$ cat config.mk
export PLATFORM = sky130hd
export DESIGN_NAME = coast_autotile_classifier
export DESIGN_NICKNAME = d
export VERILOG_FILES = /design/src/sv/cac_pkg.sv /design/src/sv/cac_csr.sv /design/src/sv/cac_ram.sv /design/src/sv/cac_seq.sv /design/src/sv/cac_win.sv /design/src/sv/coast_autotile_classifier.sv
export VERILOG_INCLUDE_DIRS = /design/src /design/src/sv
export SDC_FILE = /design/constraint.sdc
export NUM_CORES = 1
export LEC_CHECK = 0
export BUFFER_PORTS_ARGS = -buffer_cell sky130_fd_sc_hd__buf_4
export CORE_UTILIZATION = 40
export CTS_CLUSTER_DIAMETER = 80
export DETAILED_ROUTE_END_ITERATION = 7
export PLACE_DENSITY_LB_ADDON = 0.15
export SYNTH_ARGS = -nofsm -noshare
export SYNTH_HDL_FRONTEND = slang
export SYNTH_HIERARCHICAL = 1
export SYNTH_SLANG_ARGS = --single-unit
$ cat constraint.sdc
create_clock -name clock -period 4 [get_ports clock]
set_input_delay 0.2 -clock clock [delete_from_list [all_inputs] [get_ports clock]]
set_output_delay 0.2 -clock clock [all_outputs]
set_load 0.005 [all_outputs]
$ cat src/sv/assert_macros.svh
// Assertion macros shared by the coast classifier RTL.
`ifndef ASSERT_MACROS_SVH
`define ASSERT_MACROS_SVH

// Check a condition at every clock edge outside reset.
`define CAC_ASSERT(lbl, clk, rst, cond) \
   lbl: assert property (@(posedge clk) disable iff (rst) (cond)) \
      else $error("%m: check failed");

// Check that a trigger is followed by a consequence in the next cycle.
`define CAC_ASSERT_NEXT(lbl, clk, rst, trig, cons) \
   lbl: assert property (@(posedge clk) disable iff (rst) (trig) |=> (cons)) \
      else $error("%m: check failed");

`endif

$ cat src/sv/cac_pkg.sv
// Shared constants and types of the coast autotile classifier.
package cac_pkg;

   localparam int MAX_WIDTH  = 64;
   localparam int MAX_HEIGHT = 64;

   localparam int COL_W   = $clog2(MAX_WIDTH);
   localparam int OROW_W  = $clog2(MAX_HEIGHT);
   localparam int ROW_W   = $clog2(MAX_HEIGHT + 2);
   localparam int DIM_W   = 7;
   localparam int PIECE_W = 3;
   localparam int ADDR_W  = 3;
   localparam int DATA_W  = 32;
   localparam int LINE_W  = 2;
   localparam int WIN_W   = 9;

   localparam logic [DIM_W-1:0] WIDTH_RESET  = DIM_W'(35);
   localparam logic [DIM_W-1:0] HEIGHT_RESET = DIM_W'(20);
   localparam logic [DIM_W-1:0] WIDTH_MAX    = DIM_W'(MAX_WIDTH);
   localparam logic [DIM_W-1:0] HEIGHT_MAX   = DIM_W'(MAX_HEIGHT);

   localparam logic OP_TILE  = 1'b0;
   localparam logic OP_DRAIN = 1'b1;

   // register index, taken from paddr[2]
   localparam logic REG_MAP_WIDTH  = 1'b0;
   localparam logic REG_MAP_HEIGHT = 1'b1;

   localparam logic [PIECE_W-1:0] PIECE_NONE  = 3'd0;
   localparam logic [PIECE_W-1:0] PIECE_INNER = 3'd1;
   localparam logic [PIECE_W-1:0] PIECE_HORIZ = 3'd2;
   localparam logic [PIECE_W-1:0] PIECE_VERT  = 3'd3;
   localparam logic [PIECE_W-1:0] PIECE_OUTER = 3'd4;

   localparam logic [WIN_W-1:0] WINDOW_WATER = '1;

   typedef struct packed {
      logic [DIM_W-1:0] width;
      logic [DIM_W-1:0] height;
      logic             restart;
   } cfg_type;

   typedef struct packed {
      logic [COL_W-1:0] col;
      logic             store;
      logic             water;
      logic             emit;
   } item_type;

endpackage

$ cat src/sv/cac_csr.sv
// Configuration registers of the coast classifier with clamped working copies.
module cac_csr (
   input  logic                       clock,
   input  logic                       reset,
   input  logic                       psel,
   input  logic                       penable,
   input  logic                       pwrite,
   input  logic [cac_pkg::ADDR_W-1:0] paddr,
   input  logic [cac_pkg::DATA_W-1:0] pwdata,
   output logic [cac_pkg::DATA_W-1:0] prdata,
   output logic                       pready,
   output cac_pkg::cfg_type           cfg
);
   import cac_pkg::*;

   logic [DIM_W-1:0] width_raw_ff;
   logic [DIM_W-1:0] height_raw_ff;
   logic [DIM_W-1:0] width_eff_ff;
   logic [DIM_W-1:0] height_eff_ff;
   logic             wr_strobe;
   logic [DIM_W-1:0] wr_value;

   function automatic logic [DIM_W-1:0] clamp_dim(input logic [DIM_W-1:0] v,
                                                  input logic [DIM_W-1:0] vmax);
      logic [DIM_W-1:0] r;
      begin
         if (v == '0) begin
            r = DIM_W'(1);
         end else if (v > vmax) begin
            r = vmax;
         end else begin
            r = v;
         end
         return r;
      end
   endfunction

   assign wr_strobe = psel && penable && pwrite && pready;
   assign wr_value  = pwdata[DIM_W-1:0];
   assign pready    = 1'b1;

   always_ff @(posedge clock) begin
      if (reset) begin
         width_raw_ff  <= WIDTH_RESET;
         height_raw_ff <= HEIGHT_RESET;
         width_eff_ff  <= WIDTH_RESET;
         height_eff_ff <= HEIGHT_RESET;
      end else if (wr_strobe) begin
         case (paddr[2])
            REG_MAP_WIDTH: begin
               width_raw_ff <= wr_value;
               width_eff_ff <= clamp_dim(wr_value, WIDTH_MAX);
            end
            REG_MAP_HEIGHT: begin
               height_raw_ff <= wr_value;
               height_eff_ff <= clamp_dim(wr_value, HEIGHT_MAX);
            end
            default: begin
               width_raw_ff <= width_raw_ff;
            end
         endcase
      end
   end

   always_comb begin
      case (paddr[2])
         REG_MAP_WIDTH:  prdata = DATA_W'(width_raw_ff);
         REG_MAP_HEIGHT: prdata = DATA_W'(height_raw_ff);
         default:        prdata = '0;
      endcase
   end

   // any write restarts the frame at the same edge
   assign cfg.width   = width_eff_ff;
   assign cfg.height  = height_eff_ff;
   assign cfg.restart = wr_strobe;

endmodule

$ cat src/sv/cac_ram.sv
// Generic single-port-write, registered-read memory for the line stores.
module cac_ram #(
   parameter int DEPTH = 64,
   parameter int WIDTH = 2
) (
   input  logic                     clock,
   input  logic                     wr_en,
   input  logic [$clog2(DEPTH)-1:0] wr_addr,
   input  logic [WIDTH-1:0]         wr_data,
   input  logic                     rd_en,
   input  logic [$clog2(DEPTH)-1:0] rd_addr,
   output logic [WIDTH-1:0]         rd_data
);
   logic [WIDTH-1:0] store_ff [DEPTH];
   logic [WIDTH-1:0] rd_data_ff;

   always_ff @(posedge clock) begin
      if (wr_en) begin
         store_ff[wr_addr] <= wr_data;
      end
      if (rd_en) begin
         rd_data_ff <= store_ff[rd_addr];
      end
   end

   assign rd_data = rd_data_ff;

endmodule

$ cat src/sv/cac_seq.sv
// Input sequencer: raster position, request filtering and result scheduling.
module cac_seq (
   input  logic              clock,
   input  logic              reset,
   input  cac_pkg::cfg_type  cfg,
   input  logic              accept,
   input  logic              op,
   input  logic              is_water,
   output logic              fed,
   output cac_pkg::item_type item
);
   import cac_pkg::*;
   `include "assert_macros.svh"

   logic [COL_W-1:0] col_ff, col_in;
   logic [ROW_W-1:0] row_ff, row_in;
   logic             tile_ok;
   logic             col_wrap;
   logic             frame_last;

   assign tile_ok    = row_ff < ROW_W'(cfg.height);
   assign fed        = (op == OP_DRAIN) ? !tile_ok : tile_ok;
   assign col_wrap   = DIM_W'(col_ff) == (cfg.width - DIM_W'(1));
   assign frame_last = (row_ff == ROW_W'(cfg.height) + ROW_W'(1)) && (col_ff == '0);

   assign item.col   = col_ff;
   assign item.store = (op == OP_TILE);
   assign item.water = (op == OP_TILE) ? is_water : 1'b1;
   // a result is due once width+1 items have gone in
   assign item.emit  = (row_ff >= ROW_W'(2)) || ((row_ff == ROW_W'(1)) && (col_ff != '0));

   always_comb begin
      col_in = col_ff;
      row_in = row_ff;
      if (accept && fed) begin
         if (frame_last) begin
            col_in = '0;
            row_in = '0;
         end else if (col_wrap) begin
            col_in = '0;
            row_in = row_ff + ROW_W'(1);
         end else begin
            col_in = col_ff + COL_W'(1);
         end
      end
   end

   always_ff @(posedge clock) begin
      if (reset || cfg.restart) begin
         col_ff <= '0;
         row_ff <= '0;
      end else begin
         col_ff <= col_in;
         row_ff <= row_in;
      end
   end

   `CAC_ASSERT(a_col_range, clock, reset, DIM_W'(col_ff) < cfg.width)
   `CAC_ASSERT(a_row_range, clock, reset, row_ff <= ROW_W'(cfg.height) + ROW_W'(1))

endmodule

$ cat src/sv/cac_win.sv
// Window stage: line store read-modify-write, 3x3 window, corner coding, output register.
module cac_win (
   input  logic                        clock,
   input  logic                        reset,
   input  cac_pkg::cfg_type            cfg,
   input  logic                        item_load,
   input  cac_pkg::item_type           item_in,
   output logic                        busy,
   input  logic                        rsp_stall,
   output logic                        rsp_valid,
   output logic [5:0]                  rsp_tile_col,
   output logic [5:0]                  rsp_tile_row,
   output logic                        rsp_center_water,
   output logic [2:0]                  rsp_top_left_piece,
   output logic [2:0]                  rsp_top_right_piece,
   output logic [2:0]                  rsp_bottom_left_piece,
   output logic [2:0]                  rsp_bottom_right_piece,
   output logic                        rsp_frame_done
);
   import cac_pkg::*;
   `include "assert_macros.svh"

   logic              s1_valid_ff, s1_valid_in;
   item_type          s1_item_ff;
   logic [WIN_W-1:0]  window_ff;
   logic [COL_W-1:0]  out_col_ff;
   logic [OROW_W-1:0] out_row_ff;
   logic              fwd_ff;
   logic [LINE_W-1:0] fwd_data_ff;

   logic              rsp_valid_ff, rsp_valid_in;
   logic [COL_W-1:0]  rsp_col_ff;
   logic [OROW_W-1:0] rsp_row_ff;
   logic              rsp_center_ff;
   logic [PIECE_W-1:0] rsp_tl_ff, rsp_tr_ff, rsp_bl_ff, rsp_br_ff;
   logic              rsp_done_ff;

   logic              out_free;
   logic              s1_go;
   logic              ram_wr_en;
   logic [COL_W-1:0]  ram_wr_addr;
   logic [LINE_W-1:0] ram_wr_data;
   logic [LINE_W-1:0] ram_rd_data;
   logic [LINE_W-1:0] line_bits;
   logic [WIN_W-1:0]  wnd_new;
   logic [WIN_W-1:0]  outside;
   logic [WIN_W-1:0]  land;
   logic              at_top, at_bottom, at_left, at_right;
   logic              last_tile;
   logic [PIECE_W-1:0] tl_code, tr_code, bl_code, br_code;

   function automatic logic [PIECE_W-1:0] piece(input logic vert_land,
                                                input logic horiz_land,
                                                input logic diag_land);
      logic [PIECE_W-1:0] r;
      begin
         if (vert_land && horiz_land) begin
            r = PIECE_INNER;
         end else if (vert_land) begin
            r = PIECE_HORIZ;
         end else if (horiz_land) begin
            r = PIECE_VERT;
         end else if (diag_land) begin
            r = PIECE_OUTER;
         end else begin
            r = PIECE_NONE;
         end
         return r;
      end
   endfunction

   // line store entry: bit 1 row above, bit 0 current row
   cac_ram #(
      .DEPTH (MAX_WIDTH),
      .WIDTH (LINE_W)
   ) u_line (
      .clock   (clock),
      .wr_en   (ram_wr_en),
      .wr_addr (ram_wr_addr),
      .wr_data (ram_wr_data),
      .rd_en   (item_load),
      .rd_addr (item_in.col),
      .rd_data (ram_rd_data)
   );

   assign out_free = !rsp_valid_ff || !rsp_stall;
   assign s1_go    = s1_valid_ff && (!s1_item_ff.emit || out_free);
   assign busy     = s1_valid_ff && !s1_go;

   // take the previous write when it hit the column just read
   assign line_bits = fwd_ff ? fwd_data_ff : ram_rd_data;

   assign ram_wr_en   = s1_go && s1_item_ff.store;
   assign ram_wr_addr = s1_item_ff.col;
   assign ram_wr_data = {line_bits[0], s1_item_ff.water};

   // shift the window left by one column and bring in the fresh column
   always_comb begin
      wnd_new[0] = window_ff[1];
      wnd_new[1] = window_ff[2];
      wnd_new[2] = line_bits[1];
      wnd_new[3] = window_ff[4];
      wnd_new[4] = window_ff[5];
      wnd_new[5] = line_bits[0];
      wnd_new[6] = window_ff[7];
      wnd_new[7] = window_ff[8];
      wnd_new[8] = s1_item_ff.water;
   end

   assign at_top    = out_row_ff == '0;
   assign at_bottom = DIM_W'(out_row_ff) == (cfg.height - DIM_W'(1));
   assign at_left   = out_col_ff == '0;
   assign at_right  = DIM_W'(out_col_ff) == (cfg.width - DIM_W'(1));
   assign last_tile = at_bottom && at_right;

   // neighbors off the map count as water
   always_comb begin
      for (int r = 0; r < 3; r++) begin
         for (int c = 0; c < 3; c++) begin
            outside[r*3+c] = (r == 0 && at_top) || (r == 2 && at_bottom) ||
                             (c == 0 && at_left) || (c == 2 && at_right);
         end
      end
   end

   assign land = ~wnd_new & ~outside;

   assign tl_code = land[4] ? PIECE_NONE : piece(land[1], land[3], land[0]);
   assign tr_code = land[4] ? PIECE_NONE : piece(land[1], land[5], land[2]);
   assign bl_code = land[4] ? PIECE_NONE : piece(land[7], land[3], land[6]);
   assign br_code = land[4] ? PIECE_NONE : piece(land[7], land[5], land[8]);

   always_comb begin
      s1_valid_in = s1_valid_ff;
      if (item_load) begin
         s1_valid_in = 1'b1;
      end else if (s1_go) begin
         s1_valid_in = 1'b0;
      end
   end

   always_comb begin
      rsp_valid_in = rsp_valid_ff;
      if (s1_go && s1_item_ff.emit) begin
         rsp_valid_in = 1'b1;
      end else if (!rsp_stall) begin
         rsp_valid_in = 1'b0;
      end
   end

   always_ff @(posedge clock) begin
      if (reset) begin
         s1_valid_ff  <= 1'b0;
         rsp_valid_ff <= 1'b0;
         fwd_ff       <= 1'b0;
      end else begin
         s1_valid_ff  <= s1_valid_in;
         rsp_valid_ff <= rsp_valid_in;
         if (item_load) begin
            fwd_ff <= ram_wr_en && (ram_wr_addr == item_in.col);
         end
      end
   end

   always_ff @(posedge clock) begin
      if (reset || cfg.restart) begin
         window_ff  <= WINDOW_WATER;
         out_col_ff <= '0;
         out_row_ff <= '0;
      end else if (s1_go) begin
         if (s1_item_ff.emit && last_tile) begin
            window_ff  <= WINDOW_WATER;
            out_col_ff <= '0;
            out_row_ff <= '0;
         end else begin
            window_ff <= wnd_new;
            if (s1_item_ff.emit) begin
               if (at_right) begin
                  out_col_ff <= '0;
                  out_row_ff <= out_row_ff + OROW_W'(1);
               end else begin
                  out_col_ff <= out_col_ff + COL_W'(1);
               end
            end
         end
      end
   end

   always_ff @(posedge clock) begin
      if (item_load) begin
         s1_item_ff  <= item_in;
         fwd_data_ff <= ram_wr_data;
      end
      if (s1_go && s1_item_ff.emit) begin
         rsp_col_ff    <= out_col_ff;
         rsp_row_ff    <= out_row_ff;
         rsp_center_ff <= !land[4];
         rsp_tl_ff     <= tl_code;
         rsp_tr_ff     <= tr_code;
         rsp_bl_ff     <= bl_code;
         rsp_br_ff     <= br_code;
         rsp_done_ff   <= last_tile;
      end
   end

   assign rsp_valid              = rsp_valid_ff;
   assign rsp_tile_col           = 6'(rsp_col_ff);
   assign rsp_tile_row           = 6'(rsp_row_ff);
   assign rsp_center_water       = rsp_center_ff;
   assign rsp_top_left_piece     = rsp_tl_ff;
   assign rsp_top_right_piece    = rsp_tr_ff;
   assign rsp_bottom_left_piece  = rsp_bl_ff;
   assign rsp_bottom_right_piece = rsp_br_ff;
   assign rsp_frame_done         = rsp_done_ff;

   `CAC_ASSERT(a_out_col_range, clock, reset, DIM_W'(out_col_ff) < cfg.width)
   `CAC_ASSERT(a_land_no_pieces, clock, reset, !(rsp_valid_ff && !rsp_center_ff) || ((rsp_tl_ff == PIECE_NONE) && (rsp_tr_ff == PIECE_NONE) && (rsp_bl_ff == PIECE_NONE) && (rsp_br_ff == PIECE_NONE)))
   `CAC_ASSERT_NEXT(a_fwd_same_col, clock, reset, item_load && ram_wr_en && (ram_wr_addr == item_in.col), fwd_ff)

endmodule

$ cat src/sv/coast_autotile_classifier.sv
// Top level of the coast autotile classifier: register port, sequencer and window stage.
// Output: a tile's result leaves width+1 requests after the tile, via the line store read
// and then the output register; drain requests push out the last row.
// Throughput: one request per cycle unless stalled; each does a line store read-modify-write.
// Reset: synchronous; map 35x20, frame at its start, window all water, line stores left as is.
module coast_autotile_classifier (
   input  logic                       clock,
   input  logic                       reset,
   // request channel
   input  logic                       req_valid,
   output logic                       req_stall,
   input  logic                       req_op,
   input  logic                       req_is_water,
   // result channel
   output logic                       rsp_valid,
   input  logic                       rsp_stall,
   output logic [5:0]                 rsp_tile_col,
   output logic [5:0]                 rsp_tile_row,
   output logic                       rsp_center_water,
   output logic [2:0]                 rsp_top_left_piece,
   output logic [2:0]                 rsp_top_right_piece,
   output logic [2:0]                 rsp_bottom_left_piece,
   output logic [2:0]                 rsp_bottom_right_piece,
   output logic                       rsp_frame_done,
   // register port
   input  logic                       psel,
   input  logic                       penable,
   input  logic                       pwrite,
   input  logic [cac_pkg::ADDR_W-1:0] paddr,
   input  logic [cac_pkg::DATA_W-1:0] pwdata,
   output logic [cac_pkg::DATA_W-1:0] prdata,
   output logic                       pready
);
   import cac_pkg::*;

   cfg_type  cfg;
   item_type item;
   logic     accept;
   logic     fed;
   logic     busy;

   // Map size registers; a write restarts the frame.
   cac_csr u_csr (
      .clock   (clock),
      .reset   (reset),
      .psel    (psel),
      .penable (penable),
      .pwrite  (pwrite),
      .paddr   (paddr),
      .pwdata  (pwdata),
      .prdata  (prdata),
      .pready  (pready),
      .cfg     (cfg)
   );

   // Hold requests only while the window stage holds a request it cannot retire,
   // i.e. its result waits behind a stalled output register.
   assign req_stall = busy;
   assign accept    = req_valid && !busy;

   // Track raster position; drop stray tiles after the last one and early drains.
   cac_seq u_seq (
      .clock    (clock),
      .reset    (reset),
      .cfg      (cfg),
      .accept   (accept),
      .op       (req_op),
      .is_water (req_is_water),
      .fed      (fed),
      .item     (item)
   );

   // Read the line store on accept, update window and store from the registered request,
   // then classify the window center and register the result.
   cac_win u_win (
      .clock                  (clock),
      .reset                  (reset),
      .cfg                    (cfg),
      .item_load              (accept && fed),
      .item_in                (item),
      .busy                   (busy),
      .rsp_stall              (rsp_stall),
      .rsp_valid              (rsp_valid),
      .rsp_tile_col           (rsp_tile_col),
      .rsp_tile_row           (rsp_tile_row),
      .rsp_center_water       (rsp_center_water),
      .rsp_top_left_piece     (rsp_top_left_piece),
      .rsp_top_right_piece    (rsp_top_right_piece),
      .rsp_bottom_left_piece  (rsp_bottom_left_piece),
      .rsp_bottom_right_piece (rsp_bottom_right_piece),
      .rsp_frame_done         (rsp_frame_done)
   );

endmodule
### Word-level counts from Yosys, hierarchy flattened

Memory sizes are Yosys's and may differ from the RTL's. A register that Yosys moved wholly into a read port is not among the register bits.
Cells that the tools add are included.

* register bits: 102
* bits in writable memories: 128
* input port bits: 44
* output and inout port bits: 61
* word-level logic and storage cells: 148
* memories kept: 1

Memory list
* u_win.u_line.store_ff: depth 64, width 2, read ports 1, clocked after memory_dff 1, wr ports 1, RTL line cac_ram.sv:14 `logic [WIDTH-1:0] store_ff [DEPTH];`

* add/subtract/negate cells: 7
* order comparisons: 3
* eq/ne operators: 7
* muxes and demuxes: 38
* bitwise gates (word level): 5
* reductions and logical operators: 54

Operators by type and width (number)
* $pmux 32 s2: 1
* $mux 6: 8
* $mux 7: 4
* $eq 6x7->1: 3
* $add 6x1->6 const B: 3
* $logic_not 6->1: 3
* $mux 2: 9
* $not 9->9: 2
* $logic_and 1x1->1: 17
* $reduce_or 4->1: 4
* $add 7x1->7 const B: 2
* $sub 7x1->7 const B: 2
* $mux 3: 4
* $mux 1: 11
* $and 9x9->9: 1
* $mux 9: 1
* $logic_or 1x1->1: 8
* $reduce_and 2->1: 4
* $reduce_bool 2->1: 4
* $reduce_or 2->1: 4
* $eq 7x1->1 const B: 1
* $eq 7x7->1: 1
* $ge 7x2->1 const B: 1
* $gt 7x7->1 const B: 1
* 8 further kinds: 15

### Longest topological paths before layout

Gate-level depths: netlist (run 1).

* depth in word-level cells: 10
* gate-level depth with buffers: 10

### Modules after synthesis

The synthesis (run 1) kept the hierarchy.

Modules (own cells, without submodules)
* cac_ram: instances 1, cells an instance 324, area each 5417.7 um2
* cac_win: instances 1, cells an instance 259, area each 2782.7 um2
* cac_csr: instances 1, cells an instance 161, area each 1396.3 um2
* cac_seq: instances 1, cells an instance 164, area each 1281.2 um2
* coast_autotile_classifier: instances 1, cells an instance 2, area each 15.0 um2

### Least setup slack after synthesis (run 1)

No wires, ideal clock.

* kind: register -> register
* start: reg u_csr.width_eff_ff[0]
* end: reg u_seq.row_ff[4]
* library setup time: 74 ps
* arrival: 2548 ps
* slack: 1378 ps
* cell stages (with the launch flop): 9
* path buffers: 0
* period minus slack after synthesis: 2622 ps
* path through: dfxtp_1 -> inv_1 -> ha_1 -> nand2b_1 -> a311o_1 -> a2111oi_4 -> nand2_2 -> or4_1 -> a31oi_1

* longest elaborated chain between the ends: 4

RTL lines
* start, declared: RTL line cac_csr.sv:18 `logic [DIM_W-1:0] width_eff_ff;`
* start signal, assigned: RTL line cac_csr.sv:52 `width_eff_ff <= clamp_dim(wr_value, WIDTH_MAX);`
* $sub 7x1->7: RTL line cac_seq.sv:23 `assign col_wrap = DIM_W'(col_ff) == (cfg.width - DIM_W'(1));`
* $eq 6x7->1: RTL line cac_seq.sv:23
* $reduce_bool 2->1 (no line)
* $reduce_and 2->1 (no line)
* end signal, assigned: RTL line cac_seq.sv:54 `row_ff <= row_in;`
* end, declared: RTL line cac_seq.sv:16 `logic [ROW_W-1:0] row_ff, row_in;`

No other way between the ends.
A chain may end at the register's enable or synchronous reset.

### Final worst setup path (run 1)

Same ends and word-level chain as after synthesis.

==> results.sh, run 1 <==
export IMPL_status="completed"
export IMPL_cts_repair_resized=0
export IMPL_dr_max_layer_used="met4"
export IMPL_first_pass_iters=7
export IMPL_power_w=0.00525
export IMPL_viasPerCell=5.36
export IMPL_num_rows=60
export IMPL_cts_made_buffers=26
export IMPL_synth_warning_count=6
export IMPL_power_density_mw_per_mm2=421
export IMPL_ys_types=78
export IMPL_worst_pin_slew_ns=1.04
export IMPL_async_flop_share_pct=0
export IMPL_initial_utilization_pct=40.6
export IMPL_hold_slack_ns=0.0861
export IMPL_grt_max_degree=56
export IMPL_crit_chain="inv_1 > ha_1 > nand2b_1 > a311o_1 > a2111oi_4 > nand2_2 > or4_1 > a31oi_1"
export IMPL_clk_latency_ns=0.53
export IMPL_synth_edff_count=166
export IMPL_die_y_um=167
export IMPL_wirelength_mm=24.2
export IMPL_tritoncts="yes"
export IMPL_ys_seq_elements=228
export IMPL_layout_cells_non_filler=1334
export IMPL_die_x_um=167
export IMPL_portBuffers=51
export IMPL_cts_hold_buffers=11
export IMPL_yosys_top_cells_count="edfxtp_1 (166), nor2_1 (102), nand2_1 (85)"
export IMPL_yosys_area_top_type_share_pct=45.8
export IMPL_drtAntennaViolNets=0
export IMPL_peakVddDrop_mv=0.269
export IMPL_drt_first_iter_violations=535
export IMPL_n_antenna_cell=0
export IMPL_cp_arrival_ns=3.43
export IMPL_final_hold_violation_count=0
export IMPL_placed_cells=1275
export IMPL_seq_area_frac_synth_pct=57.2
export IMPL_cts_path_max_buffers=3
export IMPL_nets=1037
export IMPL_crit_path_max_fanout=10
export IMPL_wl_per_cell_um=18.1
export IMPL_grt_overflow_total=0
export IMPL_fmax_mhz=335
export IMPL_ys_flop_type="edfxtp_1"
export IMPL_fp_dieArea_mm2=0.0279
export IMPL_hp_class="in -> reg"
export IMPL_syn_inst=910
export IMPL_antenna_found_initial=0
export IMPL_syn_area_per_cell_um2=12.0
export IMPL_cts_sinks=228
export IMPL_setup_viol=0
export IMPL_start_kind="flop"
export IMPL_endpoint_kind="flop"
export IMPL_finalCritPeriodShare_pct=74.7
export IMPL_clock_skew_ns=0.0159
export IMPL_routed_wl_met2_mm=11.2
export IMPL_yosys_area_top_type="edfxtp_1"
export IMPL_slew_headroom_pct=30.5
export IMPL_core_mm2=0.0268
export IMPL_yosysMostFrequentCell="edfxtp_1"
export IMPL_rsz0062_at_grt="no"
export IMPL_final_setup_tns_ns=0
export IMPL_htreeDepth=1
export IMPL_final_util_pct=46.5
export IMPL_slowest_stage="a2111oi_4"
export IMPL_finalWeightedCongestion=0.792
export IMPL_wl_met3_um=955
export IMPL_max_cap_violations=0
export IMPL_drive_above_1_share_pct=16.9
export IMPL_required_ns=4.45
export IMPL_rrSetupSlack_ns=1.01
export IMPL_vias=7156
export IMPL_p_leak_nw=4.31
export IMPL_area_growth_pct=14.5
export IMPL_slowest_delay_ns=0.68
export IMPL_first_global_vias=6795
export IMPL_gr_usage_all_layers_pct=17.5
export IMPL_wl_met1_mm=11.7
export IMPL_synth_area_leaders="edfxtp_1 (46%), dfxtp_1 (11%), mux4_2 (6.0%)"
export IMPL_hpwl_mm=16.1
export IMPL_post_cts_buffers=0
export IMPL_slew_viol_final=0
export IMPL_root_buffer="clkbuf_16"
export IMPL_drcViolationCount=0
export IMPL_grt_pass1_wl_mm=38.3
export IMPL_clk_pin_slew_ns=0.06
export IMPL_critPathKind="reg -> reg"
export IMPL_pin_count=105
export IMPL_syn_cell_area_mm2=0.0109
export IMPL_fin_crit_ns=2.99
## logic make-up after synthesis
family	share of synthesized area, %
buffers and inverters	4.70
flip-flops	57.2
AND/OR/NAND/NOR	17.1
other	0.0689
AO/OA/AOI/OAI	7.85
adder cells (fa/ha/maj)	2.30
multiplexers	7.57
XOR/XNOR	3.30
## flip-flops by register name, summed over array words and instances, names as in the netlist, 7 cells and up
| signal | flops |
|---|---|
| u_csr/height_eff_ff | 7 |
| u_csr/height_raw_ff | 7 |
| u_seq/row_ff | 7 |
| u_win/u_line/store_ff | 128 |
| u_csr/width_eff_ff | 7 |
| u_csr/width_raw_ff | 7 |
## final cells by class
cell class / count / area (µm²)
timing repair buffer: 74 / 583
multi-input combinational: 614 / 4250
clock inverter: 13 / 154
tap: 341 / 427
inverter: 29 / 109
clock buffer: 35 / 726
fill: 2402 / 14300
sequential: 228 / 6230
## layout by cell type, fill, tap and decap left out, types with 5 or more instances in the layout
cell / n
inv_1: 28
nor3b_1: 7
nand2b_1: 9
clkinv_2: 6
or4_1: 5
ha_1: 20
clkbuf_16: 27
clkbuf_1: 6
dfxtp_1: 61
conb_1: 26
nor4_1: 14
o211ai_1: 8
and2_1: 5
mux2i_1: 7
nor2_1: 102
dlygate4sd3_1: 11
nor3_1: 17
nand3_1: 31
a21oi_1: 34
mux4_2: 29
nor2b_1: 13
buf_4: 63
xnor2_1: 21
and3_1: 10
o21ai_0: 21
a22oi_1: 7
edfxtp_1: 166
nand2_1: 85
nand3b_1: 17
xor2_1: 20
a211o_1: 7
a31oi_1: 6
nand4_1: 6
mux2_2: 9
## where the power goes
group,switching [W],internal [W],leakage [nW]
logic,0.000140,0.000112,1.87
clock network,0.000948,0.00147,0.433
registers,0.0000358,0.00255,2.00
## final timing paths
check | startpoint | to | depth (start not counted)
worst max-delay path | u_csr/width_eff_ff[0]$_SDFFE_PP1P_ | u_seq/row_ff[4]$_SDFFE_PP0P_ | 8
worst min-delay path | reset | u_csr/width_eff_ff[4]$_SDFFE_PP0P_ | 2
worst max register to register | u_csr/width_eff_ff[0]$_SDFFE_PP1P_ | u_seq/row_ff[4]$_SDFFE_PP0P_ | 8
worst min register to register | u_csr/height_raw_ff[3]$_SDFFE_PP0P_ | u_csr/height_raw_ff[3]$_SDFFE_PP0P_ | 2
## per-layer routing
metal / vias to the layer above / track usage, %
met3: 22 / 2.80
met2: 139 / 27.9
li1: 3464 / -
met5: - / 0
met4: 0 / 3.58
met1: 3531 / 25.0
## stage by stage
step	area [µm²]	setup WS [ns]
2_1_floorplan	11000	1.38
3_3_place_gp	11500	1.01
3_5_place_dp	11500	1.00
4_1_cts	12500	0.989
5_1_grt	12500	0.677
6_report	12500	1.01
## worst max-delay path, delay by kind of cell (launching register included)
family	cells	cell delay, ns
compound gates	3	1.21
flops	1	0.55
simple gates	3	0.81
fa+ha+maj	1	0.26
buf+inv	1	0.09
Power figures use the tool's default switching activity.
==> run 2: changes to the inputs <==
- clock period: 4 -> 2.6 ns (I/O delays scaled with it)
==> run 2 against run 1 <==
Net effect:
- clock skew up 0.0069 ns
- global-route usage rose by 0.48 points
- sequential cell count unchanged
- non-clock buffer count up 31
- sequential power increased by 53%
- utilization rose by 1.1 points
- via count increased by 2.0%
- clock power is 48% higher
- hold slack lost 0.059 ns
- first-iteration DRC count increased by 8.4%
- setup slack got worse by 0.87 ns
- wire length is 2.9% higher
- critical path type unchanged
- highest routed layer unchanged
==> results.sh, run 2 (same netlist as run 1, synthesis figures left out) <==
export IMPL_grt_use_met3_pct=2.14
export IMPL_final_util_pct=47.6
export IMPL_portBuffers=51
export IMPL_clk_latency_ns=0.53
export IMPL_finalCritPeriodShare_pct=94.3
export IMPL_hp_class="in -> reg"
export IMPL_hpwl_mm=16.5
export IMPL_required_ns=3.05
export IMPL_die_x_um=167
export IMPL_finalWeightedCongestion=0.780
export IMPL_num_rows=60
export IMPL_drt_first_iter_violations=580
export IMPL_largest_register_ffs=128
export IMPL_die_y_um=167
export IMPL_pwr_share_seq_pct=49.5
export IMPL_pin_count=105
export IMPL_viasPerCell=5.35
export IMPL_p_sw_w=0.00169
export IMPL_drive_above_1_share_pct=19.6
export IMPL_grt_max_degree=45
export IMPL_final_area_mm2=0.0128
export IMPL_slew_viol_final=0
export IMPL_grt_busiest_layer="met2"
export IMPL_use_met2_pct=28.4
export IMPL_clk_pin_slew_ns=0.06
export IMPL_core_mm2=0.0268
export IMPL_first_global_vias=7051
export IMPL_hold_slack_ns=0.0274
export IMPL_clock_skew_ns=0.0229
export IMPL_setup_viol=0
export IMPL_gr_usage_all_layers_pct=17.9
export IMPL_drtAntennaViolNets=0
export IMPL_fin_crit_ns=2.45
export IMPL_grt_pass1_wl_mm=39.5
export IMPL_vias=7299
export IMPL_final_hold_violation_count=0
export IMPL_worst_pin_slew_ns=0.579
export IMPL_p_int_w=0.00629
export IMPL_htreeDepth=1
export IMPL_cts_path_max_buffers=3
export IMPL_cts_sinks=228
export IMPL_p_leak_nw=4.46
export IMPL_start_kind="flop"
export IMPL_layout_commonest_cell="edfxtp_1"
export IMPL_nets=1068
export IMPL_met1_usage_pct=26.2
export IMPL_power_w=0.00798
export IMPL_n_antenna_cell=0
export IMPL_critPathKind="reg -> reg"
export IMPL_grt_overflow_total=0
export IMPL_antenna_found_initial=0
export IMPL_fp_dieArea_mm2=0.0279
export IMPL_switching_share_pct=21.1
export IMPL_crit_path_max_fanout=9
export IMPL_fill_cells=2421
export IMPL_wirelength_mm=24.9
export IMPL_wl_per_cell_um=18.2
export IMPL_peakVddDrop_mv=0.582
export IMPL_slew_headroom_pct=61.1
export IMPL_root_buffer="clkbuf_16"
export IMPL_regMostFlops="u_win/u_line/store_ff"
export IMPL_place_area_mm2=0.0118
export IMPL_cp_arrival_ns=2.90
export IMPL_fmax_mhz=408
export IMPL_first_pass_iters=6
export IMPL_drcViolationCount=0
export IMPL_initial_utilization_pct=40.6
export IMPL_area_growth_pct=17.2
export IMPL_tritoncts="yes"
export IMPL_p_clk_share_pct=45.0
export IMPL_final_cell_mix="edfxtp_1 (166), nor2_1 (102), buf_4 (90)"
export IMPL_status="completed"
export IMPL_max_cap_violations=0
export IMPL_power_frac_comb_pct=5.5
export IMPL_power_density_mw_per_mm2=625
export IMPL_endpoint_kind="flop"
export IMPL_final_setup_tns_ns=0
export IMPL_post_cts_buffers=0
export IMPL_cts_made_buffers=26
-- run 2: cell types whose count changed in the layout (fill, tap and decap cells not counted), moves of 2 or more --
| cell | previous run | this run |
|---|---|---|
| buf_12 | 0 | 4 |
| buf_4 | 63 | 90 |
| bufinv_16 | 3 | 1 |
| clkbuf_1 | 6 | 9 |
| clkbuf_8 | 2 | 4 |
| clkinv_1 | 1 | 3 |
| clkinv_2 | 6 | 3 |
| clkinv_4 | 3 | 0 |
| dfxtp_1 | 61 | 58 |
| dfxtp_2 | 1 | 4 |
| nor4_1 | 14 | 12 |
| nor4_2 | 1 | 3 |
-- run 2: layout make-up --
| type | count | area, µm² | share of cell area, % |
|---|---|---|---|
| multi-input cells | 614 | 4280 | 33.5 |
| clock buffers | 41 | 790 | 6.18 |
| flip-flops and latches | 228 | 6230 | 48.8 |
| inverters | 29 | 109 | 0.853 |
| well taps | 341 | 427 | 3.34 |
| clock inverters | 7 | 68.8 | 0.539 |
| repair buffers | 105 | 866 | 6.78 |
-- run 2: worst paths after layout --
check | start | endpoint | slack [ns] | depth (start not counted)
max | u_csr/width_eff_ff[0]$_SDFFE_PP1P_ | u_seq/row_ff[6]$_SDFFE_PP0P_ | 0.15 | 10
min | reset | u_csr/height_raw_ff[6]$_SDFFE_PP0P_ | 0.03 | 2
max reg2reg | u_csr/width_eff_ff[0]$_SDFFE_PP1P_ | u_seq/row_ff[6]$_SDFFE_PP0P_ | 0.15 | 10
min reg2reg | u_csr/height_raw_ff[5]$_SDFFE_PP0P_ | u_csr/height_raw_ff[5]$_SDFFE_PP0P_ | 0.45 | 2
-- run 2: routing by layer --
metal  up-vias  wire length (µm)
met5         -                 0
met4         0               396
met3        30              1060
met2       180             11200
met1      3569             12200
li1       3520                 -
-- run 2: what timing repair did --
| action | 4_1_cts | 5_1_grt |
|---|---|---|
| resized for setup | 0 | 8 |
| hold endpoints to repair | 26 | 0 |
| setup endpoints to repair | 0 | 17 |
| hold buffers | 11 | 0 |
-- run 2: metrics by stage --
step | instances | setup WS [ns]
5_1_grt | 1365 | -0.00395
6_report | 1365 | 0.147
3_3_place_gp | 1306 | 0.100
3_5_place_dp | 1306 | 0.0749
4_1_cts | 1365 | 0.0519
2_1_floorplan | 934 | 0.0317
-- run 2: power by group through the flow --
stage	logic, W	registers (W)	clock network (W)
3_5_place_dp	0.000429	0.00403	0
2_1_floorplan	0.000305	0.00403	0
3_3_place_gp	0.000426	0.00403	0
4_1_cts	0.000443	0.00395	0.00368
6_report	0.000439	0.00395	0.00359
5_1_grt	0.000483	0.00395	0.00383
-- run 2: worst max-delay path, cell delays in order (launching register included) --
cell	delay, ns
dfxtp_1	0.31
inv_1	0.10
ha_4	0.17
nand2b_1	0.12
a21oi_1	0.07
a311o_1	0.37
a2111oi_4	0.49
buf_4	0.24
nand4_1	0.09
or3_1	0.31
a21oi_1	0.13
